==> config.mk <==
export PLATFORM = sky130hd
export DESIGN_NAME = url_percent_decoder
export DESIGN_NICKNAME = d
export VERILOG_FILES = /design/src/rtl/core/updec_pkg.sv /design/src/rtl/core/updec_decode.sv /design/src/rtl/core/url_percent_decoder.sv
export SDC_FILE = /design/constraint.sdc
export NUM_CORES = 1
export LEC_CHECK = 0
export BUFFER_PORTS_ARGS = -buffer_cell sky130_fd_sc_hd__buf_2
export CAP_MARGIN = 20
export CORE_MARGIN = 5
export CORE_UTILIZATION = 30
export CTS_CLUSTER_SIZE = 30
export DETAILED_ROUTE_END_ITERATION = 10
export GPL_TIMING_DRIVEN = 0
export HOLD_SLACK_MARGIN = 0.1
export PLACE_DENSITY = 0.5
export SLEW_MARGIN = 0
export SYNTH_ARGS = -nofsm -noshare
export SYNTH_HDL_FRONTEND = slang
export SYNTH_SLANG_ARGS = --single-unit
==> constraint.sdc <==
create_clock -name clk -period 5.5 [get_ports clk]
set_input_delay 1.1 -clock clk [delete_from_list [all_inputs] [get_ports clk]]
set_output_delay 1.1 -clock clk [all_outputs]
set_load 0.02 [all_outputs]
==> src/rtl/core/updec_pkg.sv <==
// ----------------------------------------------------------------------------
// updec_pkg: shared types and helpers for the URL percent decoder
// Payload structs, character codes, register map and digit conversion.
// ----------------------------------------------------------------------------
package updec_pkg;

	localparam int unsigned ADDR_W = 3;
	localparam int unsigned DATA_W = 32;

	// Word index of each configuration register (byte address / 4)
	localparam logic [0:0] REG_PLUS_TO_SPACE = 1'b0;

	localparam logic [7:0] CH_PERCENT = 8'h25;
	localparam logic [7:0] CH_PLUS    = 8'h2B;
	localparam logic [7:0] CH_SPACE   = 8'h20;

	typedef struct packed {
		logic [7:0] in_byte;
		logic       in_last;
	} in_item_t;

	typedef struct packed {
		logic [7:0] out_byte;
		logic       out_last;
	} out_item_t;

	// Results of one decoded byte, handed to the output queue
	typedef struct packed {
		logic [1:0] count;
		out_item_t  item0;
		out_item_t  item1;
	} dec_res_t;

	// 8-bit unsigned digit value, 8'hFF for a non-digit
	function automatic logic [7:0] digit_value(input logic [7:0] c);
		logic [7:0] v;
		if (c >= 8'h30 && c <= 8'h39) begin
			v = c - 8'h30;
		end else if (c >= 8'h61 && c <= 8'h7A) begin
			v = c - 8'h61 + 8'd10;
		end else if (c >= 8'h41 && c <= 8'h5A) begin
			v = c - 8'h41 + 8'd10;
		end else begin
			v = 8'hFF;
		end
		return v;
	endfunction

	function automatic logic [7:0] plain_byte(input logic [7:0] c, input logic plus_sp);
		logic [7:0] v;
		v = (c == CH_PLUS && plus_sp) ? CH_SPACE : c;
		return v;
	endfunction

endpackage

==> src/rtl/core/updec_decode.sv <==
// ----------------------------------------------------------------------------
// updec_decode: input register and escape decode
// Holds one raw byte, tracks the escape phase and emits zero to two results.
// ----------------------------------------------------------------------------
module updec_decode
	import updec_pkg::*;
(
	input  logic       clk,
	input  logic       arst_n,
	input  logic       in_valid,
	output logic       in_ready,
	input  in_item_t   in_item,
	input  logic       plus_to_space,
	input  logic [1:0] slots_free,
	output dec_res_t   res
);

	typedef enum logic [1:0] {
		PH_IDLE  = 2'd0,
		PH_PCT   = 2'd1,
		PH_FIRST = 2'd2
	} phase_t;

	phase_t     phase_q;
	phase_t     phase_nxt;
	logic [3:0] first_digit_q;   // only the low nibble of the first digit matters
	logic       valid_s1;
	in_item_t   item_s1;
	dec_res_t   dec;
	logic       drain;
	logic [7:0] dv_b;

	assign dv_b = digit_value(item_s1.in_byte);

	always_comb begin
		dec       = '0;
		phase_nxt = PH_IDLE;
		case (phase_q)
			PH_PCT: begin
				if (item_s1.in_last) begin
					// escape cut short: literal '%' then the byte as plain
					dec.count = 2'd2;
					dec.item0 = '{out_byte: CH_PERCENT, out_last: 1'b0};
					dec.item1 = '{out_byte: plain_byte(item_s1.in_byte, plus_to_space),
						out_last: 1'b1};
				end else begin
					phase_nxt = PH_FIRST;
				end
			end
			PH_FIRST: begin
				dec.count = 2'd1;
				dec.item0 = '{out_byte: {first_digit_q, 4'b0000} + dv_b,
					out_last: item_s1.in_last};
			end
			default: begin
				if (item_s1.in_byte == CH_PERCENT) begin
					if (item_s1.in_last) begin
						dec.count = 2'd1;
						dec.item0 = '{out_byte: CH_PERCENT, out_last: 1'b1};
					end else begin
						phase_nxt = PH_PCT;
					end
				end else begin
					dec.count = 2'd1;
					dec.item0 = '{out_byte: plain_byte(item_s1.in_byte, plus_to_space),
						out_last: item_s1.in_last};
				end
			end
		endcase
	end

	assign drain     = valid_s1 && (dec.count <= slots_free);
	assign in_ready  = !valid_s1 || drain;
	assign res.count = drain ? dec.count : 2'd0;
	assign res.item0 = dec.item0;
	assign res.item1 = dec.item1;

	always_ff @(posedge clk or negedge arst_n) begin
		if (!arst_n) begin
			valid_s1      <= 1'b0;
			phase_q       <= PH_IDLE;
			first_digit_q <= '0;
		end else begin
			if (in_ready) begin
				valid_s1 <= in_valid;
			end
			if (drain) begin
				phase_q <= phase_nxt;
				if (phase_q == PH_PCT && !item_s1.in_last) begin
					first_digit_q <= dv_b[3:0];
				end
			end
		end
	end

	always_ff @(posedge clk) begin
		if (in_ready && in_valid) begin
			item_s1 <= in_item;
		end
	end

	a_idle_after_last: assert property (@(posedge clk) disable iff (!arst_n)
		drain && item_s1.in_last |=> phase_q == PH_IDLE)
		else $error("escape still pending after a last byte");

	a_no_result_on_open: assert property (@(posedge clk) disable iff (!arst_n)
		valid_s1 && dec.count == 2'd0 |-> !item_s1.in_last)
		else $error("last byte produced no result");

	a_two_only_short: assert property (@(posedge clk) disable iff (!arst_n)
		valid_s1 && dec.count == 2'd2 |-> phase_q == PH_PCT && item_s1.in_last)
		else $error("two results outside a cut-short escape");

endmodule

==> src/rtl/core/url_percent_decoder.sv <==
// ----------------------------------------------------------------------------
// url_percent_decoder: streaming URL percent decoder
// Decodes %XX escapes, optionally maps '+' to space, one byte per cycle.
// ----------------------------------------------------------------------------
// Input channel (in_valid/in_ready/in_item) takes one encoded byte per
// transfer, in_last on the final byte of a string. Output channel
// (out_valid/out_ready/out_item) gives decoded bytes with out_last.
// Path: each byte is held in the input register and decoded from it; its
// results are registered into the two-entry output queue, whose head entry
// drives out_item.
// Throughput: one byte per cycle while the output queue has room. A '%' cut
// short by in_last yields two results from one byte; it leaves the input
// register once the queue, with a same-cycle output transfer counted, has
// two free entries, and its second result goes out after the first.
// When the receiver stalls the queue fills and in_ready drops; a byte held
// in the input register stays there until the queue has room.
// Reset (arst_n low) empties the queue, clears the escape phase and
// sets plus_to_space to 0. The APB port holds one register, plus_to_space,
// at address 0; write it only while the block is idle.
// ----------------------------------------------------------------------------
module url_percent_decoder
	import updec_pkg::*;
(
	input  logic              clk,
	input  logic              arst_n,
	input  logic              in_valid,
	output logic              in_ready,
	input  in_item_t          in_item,
	output logic              out_valid,
	input  logic              out_ready,
	output out_item_t         out_item,
	input  logic              psel,
	input  logic              penable,
	input  logic              pwrite,
	input  logic [ADDR_W-1:0] paddr,
	input  logic [DATA_W-1:0] pwdata,
	output logic [DATA_W-1:0] prdata,
	output logic              pready
);

	logic       plus_to_space_q;
	out_item_t  slot0_q;
	out_item_t  slot1_q;
	logic [1:0] cnt_q;
	logic [1:0] rem_cnt;
	logic [1:0] slots_free;
	logic       pop;
	dec_res_t   res;
	out_item_t  e0;
	out_item_t  e1;

	// config port
	assign pready = 1'b1;
	assign prdata = (paddr[ADDR_W-1:2] == REG_PLUS_TO_SPACE) ?
		{{(DATA_W-1){1'b0}}, plus_to_space_q} : '0;

	always_ff @(posedge clk or negedge arst_n) begin
		if (!arst_n) begin
			plus_to_space_q <= 1'b0;
		end else if (psel && penable && pwrite && pready &&
			paddr[ADDR_W-1:2] == REG_PLUS_TO_SPACE) begin
			plus_to_space_q <= pwdata[0];
		end
	end

	updec_decode u_decode (
		.clk           (clk),
		.arst_n        (arst_n),
		.in_valid      (in_valid),
		.in_ready      (in_ready),
		.in_item       (in_item),
		.plus_to_space (plus_to_space_q),
		.slots_free    (slots_free),
		.res           (res)
	);

	// two-entry output queue
	assign out_valid  = (cnt_q != 2'd0);
	assign out_item   = slot0_q;
	assign pop        = out_valid && out_ready;
	assign rem_cnt    = cnt_q - {1'b0, pop};
	assign slots_free = 2'd2 - rem_cnt;

	always_comb begin
		e0 = slot0_q;
		e1 = slot1_q;
		case (rem_cnt)
			2'd0: begin
				e0 = res.item0;
				e1 = res.item1;
			end
			2'd1: begin
				e0 = pop ? slot1_q : slot0_q;
				e1 = res.item0;
			end
			default: begin
				e0 = slot0_q;
				e1 = slot1_q;
			end
		endcase
	end

	always_ff @(posedge clk or negedge arst_n) begin
		if (!arst_n) begin
			cnt_q <= 2'd0;
		end else begin
			cnt_q <= rem_cnt + res.count;
		end
	end

	always_ff @(posedge clk) begin
		slot0_q <= e0;
		slot1_q <= e1;
	end

	a_cnt_range: assert property (@(posedge clk) disable iff (!arst_n)
		cnt_q != 2'd3)
		else $error("output queue over capacity");

	a_push_fits: assert property (@(posedge clk) disable iff (!arst_n)
		res.count != 2'd0 |-> res.count <= 2'd2 - rem_cnt)
		else $error("decode pushed into a full queue");

	a_second_follows: assert property (@(posedge clk) disable iff (!arst_n)
		pop && cnt_q == 2'd2 |=> out_valid)
		else $error("queued result lost after transfer");

endmodule
==> metrics.yaml <==
maxSlewViolCount: 0
dieArea_sq_um: 11200
crit_path_cell_trace: "clkbuf_1 -> inv_1 -> ha_1 -> or4b_4 -> a311o_1 -> o21ai_0 -> and2_1 -> buf_4 -> o21ai_1 -> a22oi_1 -> ha_1 -> inv_1 -> fa_1 -> xor2_1 -> o21ai_0 -> mux2_2"
postSynth.asyncResetShare_pct: 27.0
cts.reportedPaths.clkPinSlew_ns: 0.07
routed-via-count: 2126
fin_tns_setup_ns: 0
hold_viol_final: 0
combinationalPowerShare_pct: 58.7
cts_tree: "yes"
timing.critical_path.required_ns: 5.55
initial_core_util_pct: 30.2
maxSlewHeadroom_pct: 62.5
drt-vias-per-instance: 4.59
rsz_0062_raised_after_global_routing: "no"
cellInternalPower_uw: 984
antenna-diode-count: 0
power.switching_fraction_pct: 46.1
first_pass_grt_wire_length_mm: 10.4
floorplan.core_area_sq_um: 9110
ys_ff_latch: 37
placedCellCount: 455
synthesis.instances: 285
leakage_power_figure_nw: 1.43
yosysWarningCount: 0
tritoncts_num_sinks: 37
post-synth-top-area-cell: "edfxtp_1"
detailed_place_hpwl_mm: 4.84
timing_worst_slew_pin_value_ns: 0.563
totalWireLength_mm: 6.15
worst_ir_drop_vdd_v: 0.000238
htreeDepth: 2
max_cap_violations: 0
hold_path.class: "flip-flop to flip-flop"
maximum_number_of_pins_on_one_net_before_global_route_repair: 13
crit_path_start_kind: "flip-flop"
power-per-cell-area_nw_per_um2: 564
final_cell_count_without_fillers: 463
slowest_delay_ns: 0.48
rr_worst_depth: 16
clock-root-buffer: "clkbuf_8"
grt_antenna_before_repair: 0
io_buffers: 29
drive_gt1_share_pct: 23.9
cts_max_path_buffers: 2
synth_area_per_cell_sq_um: 9.66
finalClockSkew_ns: 0.00806
drcViolationCount: 0
post-synth-top-area-fraction_pct: 29.4
clock_insertion_delay_worst_skew_ns: 0.29
fp.dieH_microns: 106
netSwitchingPower_uw: 842
detail_route.wl_per_cell_microns: 13.3
layout.core_utilization_pct: 35.5
post_cts_resize_count: 0
critical-path-slowest-cell: "or4b_4"
largest_fanout_on_the_critical_path: 9
design.portCount: 95
grt-ovfl-total: 0
finalSetupViolations: 0
syn2layout_area_growth_pct: 17.5
postSynth.topFlopCell: "edfxtp_1"
synth_cell_types: 59
status: "completed"
hold-path-cell-count: 2
timing.setup.critical_path_class: "flip-flop to flip-flop"
post_route_ant_nets: 0
synthTopCellsByArea: "edfxtp_1 (29%), dfrtp_1 (9.1%), ha_1 (9.1%), buf_4 (9.0%), nand2_1 (2.6%)"
worst_setup_path_end_kind: "flip-flop"
final.min_clock_period_ns: 4.36
placement_rows: 35
drt_first_iter_violations: 110
period_share_pct: 79.2
final.hold.worst_slack_ns: 0.502
cts-hold-fix-buffers: 0
fp.dieW_microns: 106
gp_congestion: 0.908
clock_power_share_pct: 10.1
power_mw: 1.83
fmaxAchievable_mhz: 229
syn_area_sq_um: 2750
first_global_vias: 2099
final_net_count: 423
cts_inserted_buffers: 5
post-cts-setup-buffers: 0
synth_seq_area_share_pct: 38.5
worst_ep_arrival_time_ns: 4.41
dr.pass1.iters: 4
grt_use_total_pct: 11.4
seq_power_share_pct: 31.2
synth_enable_flop_cells: 27
==> power groups by stage <==
stage / clock network (mW) / logic, mW / registers, mW
floorplan: 0 / 0.763 / 0.602
global placement: 0 / 1.06 / 0.571
detailed placement: 0 / 1.07 / 0.576
CTS: 0.193 / 1.08 / 0.570
global route: 0.205 / 1.19 / 0.586
finish: 0.185 / 1.07 / 0.569
==> per-stage QoR <==
stage | worst slack (ns) | instance area, sq um
after CTS | 1.15 | 3240
after global routing | 0.904 | 3240
final | 1.14 | 3240
after detailed placement | 1.17 | 3150
after floorplan | 1.62 | 2870
after global placement | 1.17 | 3150
==> layout make-up <==
class / instances / area (sq um)
Clock inverter: 3 / 17.5
Multi-Input combinational cell: 214 / 1430
Tap cell: 111 / 139
Buffer: 45 / 300
Fill cell: 945 / 5870
Sequential cell: 37 / 1060
Clock buffer: 5 / 68.8
Inverter: 19 / 71.3
Timing Repair Buffer: 29 / 145
==> final timing paths <==
kind	startpoint	end	slack [ns]
max	u_decode.item_s1[1]	out_item[7]	1.14
max reg2reg	u_decode.item_s1[1]	out_item[7]	1.14
min reg2reg	u_decode.first_digit_q[0]	u_decode.first_digit_q[0]	0.50
min in group asynchronous	arst_n	cnt_q[0]	0.66
min	u_decode.first_digit_q[0]	u_decode.first_digit_q[0]	0.50
max in group asynchronous	arst_n	u_decode.first_digit_q[0]	4.65
==> kinds of logic (layout without fill, tap and decap cells) <==
| family | after synthesis | after routing | synth area share (%) |
|---|---|---|---|
| simple gates | 73 | 73 | 14.4 |
| buf+inv | 64 | 101 | 13.5 |
| mux | 5 | 5 | 2.04 |
| other cells | 2 | 32 | 0.273 |
| xor+xnor | 7 | 7 | 2.23 |
| fa+ha+maj | 21 | 21 | 9.81 |
| compound gates | 76 | 76 | 19.2 |
| flops | 37 | 37 | 38.5 |
==> per-layer routing <==
metal  up-vias  global-route usage [%]  routed length, microns
met5         -                       0                       0
met2        65                    17.5                    2740
met4         0                    3.42                      83
met3        10                    2.76                     372
met1       948                    15.8                    2950
li1       1103                       -                       -
==> worst max-delay path: cells and delay by family (launching register included) <==
kind | cells | cell delay, ns
compound gates | 5 | 1.07
fa+ha+maj | 3 | 0.80
xor+xnor | 1 | 0.21
mux | 1 | 0.31
simple gates | 2 | 0.67
buf+inv | 4 | 0.63
flops | 1 | 0.44
==> placed cells by master, fill, tap and decap left out, types with 2 or more instances in the layout <==
cell type	netlist	layout
conb_1	2	32
ha_1	20	20
nand2_1	19	19
inv_1	18	18
o22ai_1	4	4
o221ai_2	2	2
nor4_1	2	2
nor2b_1	4	4
nor2_1	13	13
nand4_1	3	3
clkinv_2	0	2
mux2_2	5	5
a21o_1	4	4
nand2b_1	6	6
edfxtp_1	27	27
clkbuf_8	0	5
clkbuf_1	11	11
o21bai_1	2	2
a2bb2oi_1	3	3
xnor2_1	6	6
and2_1	5	5
and3_1	2	2
nand4b_1	2	2
a211oi_1	2	2
o21ai_0	13	13
o21ai_1	7	7
or2_2	2	2
nor3_1	2	2
o221ai_1	2	2
buf_4	33	33
o21a_1	4	4
o31ai_1	6	6
a22oi_1	2	2
dfrtp_1	10	10
a21oi_1	11	11
a31oi_1	3	3
buf_2	0	29
nand3_1	4	4
==> registers in the layout, summed over array words and instances, names as in the netlist <==
register,cells
cnt_q,2
out_item,9
u_decode.phase_q,2
slot1_q,9
u_decode.valid_s1,1
plus_to_space_q,1
u_decode.first_digit_q,4
u_decode.item_s1,9
==> synthesized netlist by cell type, types with 4 or more instances <==
master / count
nor2b_1: 4
edfxtp_1: 27
a21oi_1: 11
a21o_1: 4
nor2_1: 13
xnor2_1: 6
ha_1: 20
o31ai_1: 6
nand3_1: 4
o21a_1: 4
inv_1: 18
o21ai_1: 7
mux2_2: 5
and2_1: 5
dfrtp_1: 10
clkbuf_1: 11
nand2b_1: 6
buf_4: 33
nand2_1: 19
o22ai_1: 4
o21ai_0: 13
(Power assumes the default switching activity.)
